`src/rtl/core/lsfb_pkg.sv`:
```
// ----------------------------------------------------------------------------
// lsfb_pkg
// Shared types and constants of the linear seam feather blend.
// ----------------------------------------------------------------------------
package lsfb_pkg;

    // widest left image that the blend accepts, larger widths saturate
    localparam logic [16:0] C_MAX_WIDTH   = 17'd4096;

    localparam logic [11:0] C_OS_RESET    = 12'd0;
    localparam logic [12:0] C_LW_RESET    = 13'd4096;

    // register index, taken from byte address bit 2
    localparam logic        C_REG_OVERLAP_START = 1'b0;
    localparam logic        C_REG_LEFT_WIDTH    = 1'b1;

    // channel order inside a t_rgb
    localparam int C_BLUE  = 0;
    localparam int C_GREEN = 1;
    localparam int C_RED   = 2;
    localparam int C_CHANS = 3;

    localparam int C_NUM_W = 20;
    localparam int C_DIV_W = 13;

    typedef logic [C_CHANS-1:0][7:0] t_rgb;

    typedef struct packed {
        logic [11:0] column;
        logic [7:0]  left_blue;
        logic [7:0]  left_green;
        logic [7:0]  left_red;
        logic [7:0]  right_blue;
        logic [7:0]  right_green;
        logic [7:0]  right_red;
    } t_in_item;

    typedef struct packed {
        logic [7:0] out_blue;
        logic [7:0] out_green;
        logic [7:0] out_red;
        logic       in_overlap;
    } t_out_item;

    typedef struct packed {
        logic [11:0] overlap_start;
        logic [12:0] left_width;
    } t_cfg;

    // side information that rides along with the numerators
    typedef struct packed {
        logic [C_DIV_W-1:0] divisor;
        logic               blend;
        logic               in_overlap;
        t_rgb               bypass;
    } t_div_meta;

    typedef struct packed {
        logic [C_CHANS-1:0][C_NUM_W-1:0] num;
        t_div_meta                        meta;
    } t_div_item;

endpackage

```
`src/rtl/core/lsfb_cfg.sv`:
```
// ----------------------------------------------------------------------------
// lsfb_cfg
// APB-style register file holding the overlap start and left image width.
// ----------------------------------------------------------------------------
module lsfb_cfg (
    input  logic              i_clk,
    input  logic              i_rst_n,
    input  logic              psel,
    input  logic              penable,
    input  logic              pwrite,
    input  logic [2:0]        paddr,
    input  logic [31:0]       pwdata,
    output logic [31:0]       prdata,
    output logic              pready,
    output lsfb_pkg::t_cfg    o_cfg
);

    logic [11:0] r_overlap_start;
    logic [12:0] r_left_width;
    logic        wr_en;

    assign pready = 1'b1;
    assign wr_en  = psel && penable && pwrite;

    always_ff @(posedge i_clk) begin
        if (!i_rst_n) begin
            r_overlap_start <= lsfb_pkg::C_OS_RESET;
            r_left_width    <= lsfb_pkg::C_LW_RESET;
        end else if (wr_en) begin
            if (paddr[2] == lsfb_pkg::C_REG_OVERLAP_START) begin
                r_overlap_start <= pwdata[11:0];
            end else begin
                r_left_width <= pwdata[12:0];
            end
        end
    end

    always_comb begin
        if (paddr[2] == lsfb_pkg::C_REG_LEFT_WIDTH) begin
            prdata = {19'd0, r_left_width};
        end else begin
            prdata = {20'd0, r_overlap_start};
        end
    end

    assign o_cfg.overlap_start = r_overlap_start;
    assign o_cfg.left_width    = r_left_width;

endmodule

```
`src/rtl/core/lsfb_front.sv`:
```
// ----------------------------------------------------------------------------
// lsfb_front
// Region decode, weight products and numerator sums, three register stages.
// ----------------------------------------------------------------------------
module lsfb_front (
    input  logic                 i_clk,
    input  logic                 i_rst_n,
    input  lsfb_pkg::t_cfg       i_cfg,
    input  logic                 i_valid,
    output logic                 o_stall,
    input  lsfb_pkg::t_in_item   i_item,
    output logic                 o_valid,
    input  logic                 i_stall,
    output lsfb_pkg::t_div_item  o_item
);

    localparam int NS = 3;

    logic [NS-1:0] r_v;
    logic [NS-1:0] en;

    // stage 1: region decode
    logic [12:0]         lw_eff;
    logic                beyond;
    logic                left_of;
    logic                black;
    lsfb_pkg::t_rgb      in_l;
    lsfb_pkg::t_rgb      in_r;
    lsfb_pkg::t_div_meta n_meta1;
    logic [11:0]         n_k1;
    lsfb_pkg::t_rgb      r1_l;
    lsfb_pkg::t_rgb      r1_r;
    logic [11:0]         r1_k;
    lsfb_pkg::t_div_meta r1_meta;

    // stage 2: products
    logic [12:0]         wk;
    logic [20:0]         n_pl [lsfb_pkg::C_CHANS];
    logic [19:0]         n_pr [lsfb_pkg::C_CHANS];
    logic [20:0]         r2_pl [lsfb_pkg::C_CHANS];
    logic [19:0]         r2_pr [lsfb_pkg::C_CHANS];
    lsfb_pkg::t_div_meta r2_meta;

    // stage 3: sums
    logic [lsfb_pkg::C_CHANS-1:0][lsfb_pkg::C_NUM_W-1:0] r3_num;
    lsfb_pkg::t_div_meta r3_meta;

    // a stage loads when empty or when the one after it moves
    always_comb begin
        en[NS-1] = !r_v[NS-1] || !i_stall;
        for (int s = NS - 2; s >= 0; s--) begin
            en[s] = !r_v[s] || en[s+1];
        end
    end

    assign o_stall = !en[0];

    always_comb begin
        in_l[lsfb_pkg::C_BLUE]  = i_item.left_blue;
        in_l[lsfb_pkg::C_GREEN] = i_item.left_green;
        in_l[lsfb_pkg::C_RED]   = i_item.left_red;
        in_r[lsfb_pkg::C_BLUE]  = i_item.right_blue;
        in_r[lsfb_pkg::C_GREEN] = i_item.right_green;
        in_r[lsfb_pkg::C_RED]   = i_item.right_red;

        if ({4'd0, i_cfg.left_width} > lsfb_pkg::C_MAX_WIDTH) begin
            lw_eff = 13'(lsfb_pkg::C_MAX_WIDTH);
        end else begin
            lw_eff = i_cfg.left_width;
        end

        beyond  = {1'b0, i_item.column} >= lw_eff;
        left_of = i_item.column < i_cfg.overlap_start;
        black   = (in_r == '0);

        n_meta1.divisor    = lw_eff - {1'b0, i_cfg.overlap_start};
        n_meta1.in_overlap = !beyond && !left_of;
        n_meta1.blend      = !beyond && !left_of && !black;
        n_meta1.bypass     = beyond ? in_r : in_l;
        n_k1               = i_item.column - i_cfg.overlap_start;
    end

    always_comb begin
        wk = r1_meta.divisor - {1'b0, r1_k};
        for (int c = 0; c < lsfb_pkg::C_CHANS; c++) begin
            n_pl[c] = 21'(r1_l[c]) * 21'(wk);
            n_pr[c] = 20'(r1_r[c]) * 20'(r1_k);
        end
    end

    always_ff @(posedge i_clk) begin
        if (!i_rst_n) begin
            r_v <= '0;
        end else begin
            if (en[0]) begin
                r_v[0] <= i_valid;
            end
            for (int s = 1; s < NS; s++) begin
                if (en[s]) begin
                    r_v[s] <= r_v[s-1];
                end
            end
        end
    end

    always_ff @(posedge i_clk) begin
        if (en[0]) begin
            r1_l    <= in_l;
            r1_r    <= in_r;
            r1_k    <= n_k1;
            r1_meta <= n_meta1;
        end
        if (en[1]) begin
            r2_pl   <= n_pl;
            r2_pr   <= n_pr;
            r2_meta <= r1_meta;
        end
        if (en[2]) begin
            // sum is at most 255 * divisor, so 20 bits hold it
            for (int c = 0; c < lsfb_pkg::C_CHANS; c++) begin
                r3_num[c] <= 20'(r2_pl[c] + 21'(r2_pr[c]));
            end
            r3_meta <= r2_meta;
        end
    end

    assign o_valid     = r_v[NS-1];
    assign o_item.num  = r3_num;
    assign o_item.meta = r3_meta;

endmodule

```
`src/rtl/core/lsfb_div.sv`:
```
// ----------------------------------------------------------------------------
// lsfb_div
// Pipelined restoring divider, two quotient bits per stage, three channels,
// with the final pass-through selection.
// ----------------------------------------------------------------------------
module lsfb_div (
    input  logic                 i_clk,
    input  logic                 i_rst_n,
    input  logic                 i_valid,
    output logic                 o_stall,
    input  lsfb_pkg::t_div_item  i_item,
    output logic                 o_valid,
    input  logic                 i_stall,
    output lsfb_pkg::t_out_item  o_item
);

    localparam int NS = 4;

    typedef struct packed {
        logic [lsfb_pkg::C_NUM_W-1:0] rem;
        logic [1:0]                   q;
    } t_step;

    logic [NS-1:0] r_v;
    logic [NS-1:0] en;

    logic [lsfb_pkg::C_NUM_W-1:0] src_rem [NS][lsfb_pkg::C_CHANS];
    logic [7:0]                   src_q   [NS][lsfb_pkg::C_CHANS];
    lsfb_pkg::t_div_meta          src_meta [NS];
    t_step                        st      [NS][lsfb_pkg::C_CHANS];

    logic [lsfb_pkg::C_NUM_W-1:0] r_rem  [NS-1][lsfb_pkg::C_CHANS];
    logic [7:0]                   r_q    [NS][lsfb_pkg::C_CHANS];
    lsfb_pkg::t_div_meta          r_meta [NS];

    // trial subtract of d shifted by sh+1, then by sh
    function automatic t_step div_step(
        input logic [lsfb_pkg::C_NUM_W-1:0] rem,
        input logic [lsfb_pkg::C_DIV_W-1:0] d,
        input logic [2:0]                   sh
    );
        logic [lsfb_pkg::C_NUM_W:0] r;
        logic [lsfb_pkg::C_NUM_W:0] t;
        t_step                      res;
        r     = {1'b0, rem};
        res.q = 2'b00;
        t     = (lsfb_pkg::C_NUM_W + 1)'(d) << (sh + 3'd1);
        if (r >= t) begin
            r        = r - t;
            res.q[1] = 1'b1;
        end
        t = (lsfb_pkg::C_NUM_W + 1)'(d) << sh;
        if (r >= t) begin
            r        = r - t;
            res.q[0] = 1'b1;
        end
        res.rem = r[lsfb_pkg::C_NUM_W-1:0];
        return res;
    endfunction

    always_comb begin
        en[NS-1] = !r_v[NS-1] || !i_stall;
        for (int s = NS - 2; s >= 0; s--) begin
            en[s] = !r_v[s] || en[s+1];
        end
    end

    assign o_stall = !en[0];

    always_comb begin
        src_meta[0] = i_item.meta;
        for (int c = 0; c < lsfb_pkg::C_CHANS; c++) begin
            src_rem[0][c] = i_item.num[c];
            src_q[0][c]   = 8'd0;
        end
        for (int s = 1; s < NS; s++) begin
            src_meta[s] = r_meta[s-1];
            for (int c = 0; c < lsfb_pkg::C_CHANS; c++) begin
                src_rem[s][c] = r_rem[s-1][c];
                src_q[s][c]   = r_q[s-1][c];
            end
        end
        for (int s = 0; s < NS; s++) begin
            for (int c = 0; c < lsfb_pkg::C_CHANS; c++) begin
                st[s][c] = div_step(src_rem[s][c], src_meta[s].divisor,
                                    3'(6 - 2 * s));
            end
        end
    end

    always_ff @(posedge i_clk) begin
        if (!i_rst_n) begin
            r_v <= '0;
        end else begin
            if (en[0]) begin
                r_v[0] <= i_valid;
            end
            for (int s = 1; s < NS; s++) begin
                if (en[s]) begin
                    r_v[s] <= r_v[s-1];
                end
            end
        end
    end

    always_ff @(posedge i_clk) begin
        for (int s = 0; s < NS; s++) begin
            if (en[s]) begin
                r_meta[s] <= src_meta[s];
                for (int c = 0; c < lsfb_pkg::C_CHANS; c++) begin
                    r_q[s][c] <= {src_q[s][c][5:0], st[s][c].q};
                end
            end
        end
        for (int s = 0; s < NS - 1; s++) begin
            if (en[s]) begin
                for (int c = 0; c < lsfb_pkg::C_CHANS; c++) begin
                    r_rem[s][c] <= st[s][c].rem;
                end
            end
        end
    end

    assign o_valid = r_v[NS-1];

    always_comb begin
        if (r_meta[NS-1].blend) begin
            o_item.out_blue  = r_q[NS-1][lsfb_pkg::C_BLUE];
            o_item.out_green = r_q[NS-1][lsfb_pkg::C_GREEN];
            o_item.out_red   = r_q[NS-1][lsfb_pkg::C_RED];
        end else begin
            o_item.out_blue  = r_meta[NS-1].bypass[lsfb_pkg::C_BLUE];
            o_item.out_green = r_meta[NS-1].bypass[lsfb_pkg::C_GREEN];
            o_item.out_red   = r_meta[NS-1].bypass[lsfb_pkg::C_RED];
        end
        o_item.in_overlap = r_meta[NS-1].in_overlap;
    end

endmodule

```
`src/rtl/core/linear_seam_feather_blend.sv`:
```
// ----------------------------------------------------------------------------
// linear_seam_feather_blend
// Feathered linear blend of a left and a warped right pixel across the seam.
//
//   channel   direction   handshake             payload
//   pixel in  in          i_valid / o_stall     i_item (lsfb_pkg::t_in_item)
//   pixel out out         o_valid / i_stall     o_item (lsfb_pkg::t_out_item)
//   config    in          psel/penable/pwrite   paddr, pwdata, prdata
//
// one pixel per clock sustained while the output is not stalled
// each pixel passes three decode/product/sum stages and four divider stages
// synchronous reset empties every stage and restores both registers
// a stalled result holds while empty stages behind it keep taking pixels
// ----------------------------------------------------------------------------
module linear_seam_feather_blend (
    input  logic                 i_clk,
    input  logic                 i_rst_n,
    input  logic                 i_valid,
    output logic                 o_stall,
    input  lsfb_pkg::t_in_item   i_item,
    output logic                 o_valid,
    input  logic                 i_stall,
    output lsfb_pkg::t_out_item  o_item,
    input  logic                 psel,
    input  logic                 penable,
    input  logic                 pwrite,
    input  logic [2:0]           paddr,
    input  logic [31:0]          pwdata,
    output logic [31:0]          prdata,
    output logic                 pready
);

    lsfb_pkg::t_cfg      cfg;
    lsfb_pkg::t_div_item mid_item;
    logic                mid_valid;
    logic                mid_stall;

    lsfb_cfg u_cfg (
        .i_clk   (i_clk),
        .i_rst_n (i_rst_n),
        .psel    (psel),
        .penable (penable),
        .pwrite  (pwrite),
        .paddr   (paddr),
        .pwdata  (pwdata),
        .prdata  (prdata),
        .pready  (pready),
        .o_cfg   (cfg)
    );

    lsfb_front u_front (
        .i_clk   (i_clk),
        .i_rst_n (i_rst_n),
        .i_cfg   (cfg),
        .i_valid (i_valid),
        .o_stall (o_stall),
        .i_item  (i_item),
        .o_valid (mid_valid),
        .i_stall (mid_stall),
        .o_item  (mid_item)
    );

    lsfb_div u_div (
        .i_clk   (i_clk),
        .i_rst_n (i_rst_n),
        .i_valid (mid_valid),
        .o_stall (mid_stall),
        .i_item  (mid_item),
        .o_valid (o_valid),
        .i_stall (i_stall),
        .o_item  (o_item)
    );

endmodule

```
`config.mk`:
```
export PLATFORM = sky130hd
export DESIGN_NAME = linear_seam_feather_blend
export DESIGN_NICKNAME = d
export VERILOG_FILES = /design/src/rtl/core/lsfb_pkg.sv /design/src/rtl/core/lsfb_cfg.sv /design/src/rtl/core/lsfb_front.sv /design/src/rtl/core/lsfb_div.sv /design/src/rtl/core/linear_seam_feather_blend.sv
export SDC_FILE = /design/constraint.sdc
export NUM_CORES = 2
export LEC_CHECK = 0
export ABC_AREA = 1
export BUFFER_PORTS_ARGS = -buffer_cell sky130_fd_sc_hd__buf_2
export CORE_MARGIN = 5
export CORE_UTILIZATION = 60
export DETAILED_ROUTE_END_ITERATION = 12
export PLACE_DENSITY = 0.82
export SETUP_SLACK_MARGIN = 0.2
export SYNTH_ARGS = -nofsm -noshare
export SYNTH_HDL_FRONTEND = slang
export SYNTH_SLANG_ARGS = --single-unit
```
`constraint.sdc`:
```
create_clock -name i_clk -period 20.5 [get_ports i_clk]
set_clock_uncertainty 0.05 [all_clocks]
set_input_delay 2.05 -clock i_clk [delete_from_list [all_inputs] [get_ports i_clk]]
set_output_delay 2.05 -clock i_clk [all_outputs]
set_load 0.1 [all_outputs]
```
==> flow_metrics.py <==
metrics = {
    "placement": {
        "gp_congestion": 1.01,
        "hpwl_um": 148000,
        "io_buffers": 120,
    },
    "run_status": {
        "outcome": "complete, no violations",
    },
    "setup_path": {
        "critPathRequiredTime_ps": 20850,
        "timing.rr.end": "u_front.r2_pl[14]",
        "slowest_delay_ps": 1100,
        "critPathLaunchType": "register",
        "crit_fanout": 25,
        "crit_slowest_cell": "edfxtp_1",
        "r2r_slack_ps": 11760,
        "worstPathArrival_ps": 9090,
        "crit_chain": "inv_1 > ha_1 > a21oi_1 > o21ai_0 > nor2_1 > xor2_1 > clkinv_1 > nor2_1 > fa_1 > inv_1 > fa_1 > inv_1 > fa_1 > fa_1 > ha_1 > nand2_1 > inv_1 > a21oi_1 > o21ai_0 > a21boi_0 > o21ai_0 > xor2_1",
        "reg2reg_depth": 22,
        "rr_startpoint": "u_front.r1_k[2]",
        "path_class": "register to register",
        "crit_path_end_kind": "register",
    },
    "global_routing": {
        "grt_use_met3_pct": 4.76,
        "grt_max_degree": 77,
        "grt_util_all_layers_pct": 30.7,
        "grt_util_met1_pct": 35.5,
        "grt_pass1_vias": 54826,
        "grt_pass1_wl_um": 292000,
        "use_met2_pct": 51.7,
        "grt-busiest-layer": "met2",
        "grt_overflow": 0,
        "antenna_found_initial": 3,
    },
    "floorplanning": {
        "die_h_um": 346,
        "die_w_um": 346,
        "initial_core_util_pct": 60.3,
        "ios": 162,
        "dieArea_mm2": 0.120,
        "rows": 123,
        "coreArea_mm2": 0.112,
    },
    "synthesis": {
        "ys_ff_latch": 772,
        "ys_warn_count": 0,
        "syn_avg_cell_area_um2": 8.51,
        "synthCells": 7951,
        "synth.top_cell.area_share_pct": 32.8,
        "synth_area_leader_cell": "edfxtp_1",
        "synth_ff_type": "edfxtp_1",
        "ys_top_cells_by_count": "nand2_1 (1,908), inv_1 (1,206), edfxtp_1 (740)",
        "synth_area_leaders": "edfxtp_1 (33%), ha_1 (12%), fa_1 (12%), nand2_1 (11%), inv_1 (6.7%)",
        "synth_most_common_cell": "nand2_1",
        "ys_types": 64,
        "async_reset_ff_share_pct": 0,
        "synth_seq_area_share_pct": 33.8,
        "synth_edf_count": 740,
        "synth_area_mm2": 0.0677,
    },
    "drt": {
        "drc_errors": 0,
        "vias_per_cell": 5.73,
        "route.vias.total": 54988,
        "wirelength_um": 186000,
        "antenna_left": 0,
        "wire_per_inst_um": 19.4,
        "drt-pass1-iter-count": 6,
        "drt_iter0_drc": 4474,
    },
    "run": {
        "drv_cap": 0,
    },
    "layout": {
        "nets": 9180,
        "syn_to_final_growth_pct": 7.12,
        "layout-drive-gt1-share_pct": 5.28,
    },
    "sta": {
        "max_freq_mhz": 114,
        "fin_crit_sh_pct": 42.6,
        "worst_pin_slew_ps": 1200,
        "setup_tns_ps": 0,
        "slew_viol_final": 0,
        "maxSlewHeadroom_pct": 19.8,
        "period_minus_slack_ps": 8740,
        "setup_viol": 0,
        "finalHoldViolations": 0,
        "rsz0062_at_grt": "false",
    },
    "clocking": {
        "clockBufferDepth": 3,
        "cts_tree": "yes",
        "clk_pin_slew_ps": 60,
        "cts.sinks": 772,
        "postCtsSetupBuffers": 0,
        "htreeDepth": 3,
        "cts_buffers": 83,
        "clock_latency_ps": 690,
        "holdBufCountCts": 0,
        "cts-root-buf": "clkbuf_16",
        "cts_resized": 0,
    },
    "min_path": {
        "hp-class": "register to register",
        "min_from": "u_front.r2_meta[12]",
        "whs_endpoint": "u_front.o_item[12]",
        "min_path_cells": 0,
    },
}
-- metal layers --
layer | vias to the layer above | part of all wire [%]
met5 | - | 0
met4 | 0 | 9.2
met3 | 698 | 7.0
met2 | 2376 | 47
met1 | 25787 | 37
li1 | 26127 | -
-- critical path: cells and delay by family (launching register included) --
| family | cells | cell delay, ps |
|---|---|---|
| buf+inv | 5 | 1390 |
| compound gates | 6 | 1380 |
| xor+xnor | 2 | 1330 |
| flops | 1 | 1100 |
| fa+ha+maj | 6 | 2530 |
| simple gates | 3 | 670 |
-- layout make-up --
type	instances	area, um^2
fill	9026	39700
multi-input combinational	5784	39400
sequential	772	22900
inverter	1231	4640
clock buffer	108	2250
tap	1500	1880
timing repair buffer	150	826
clock inverter	47	639
antenna	2	5.00
-- layout by cell type, fill, tap and decap left out, types with 34 or more instances in the layout --
cell and instances:
edfxtp_1 740, xnor2_1 165, ha_1 654, nand4_1 86
xor2_1 217, nand2_1 1907, fa_1 402, o21ai_0 339
clkbuf_16 84, inv_1 1200, a21o_1 58, a21oi_1 471
nor3_1 67, nor2_1 679, buf_2 120, nand3_1 381
mux2_2 34
-- registers in the layout, indices dropped and copies added, names as in the netlist --
signal	cells
u_front.r1_meta	39
u_front.r_v	3
u_cfg.r_overlap_start	12
u_front.r2_pl	60
u_front.r2_pr	60
u_front.r2_meta	39
u_front.r1_k	12
u_front.r1_r	24
u_div.r_v	4
u_front.r1_l	24
u_cfg.r_left_width	13
u_div.r_meta	143
u_div.r_q	60
u_front.o_item	99
u_div.r_rem	180
-- metrics by stage --
stage	instances	area, um^2	worst slack (ps)	hold WS [ps]	utilization [%]
2_1_floorplan	7969	67700	2400	350	-
3_3_place_gp	9437	69600	12020	350	62.0
3_5_place_dp	9437	69600	11800	355	62.0
4_1_cts	9592	72500	11740	342	64.6
5_1_grt	9592	72500	11400	358	64.6
6_report	9594	72500	11760	346	64.6
-- worst max path at each step --
stage | startpoint | to | slack, ps | cells after the start
after floorplan | i_stall | u_front.r1_k[0] | 2400 | 13
after global placement | i_stall | o_stall | 12020 | 15
after detailed placement | i_stall | o_stall | 11800 | 15
after CTS | i_stall | o_stall | 11740 | 15
after global routing | u_front.r1_k[2] | u_front.r2_pl[14] | 11400 | 22
final | u_front.r1_k[2] | u_front.r2_pl[14] | 11760 | 22
-- kinds of logic after synthesis --
| logic type | after synthesis | synth area share, % |
|---|---|---|
| mux | 34 | 0.566 |
| flops | 772 | 33.8 |
| buf+inv | 1413 | 8.13 |
| compound gates | 1020 | 8.33 |
| other cells | 2 | 0.0111 |
| simple gates | 3271 | 20.2 |
| fa+ha+maj | 1056 | 24.0 |
| xor+xnor | 383 | 4.96 |
Power is left out: the tool's default activity adds up to more than one toggle a clock period on the data nets, which glitch-free logic cannot reach.
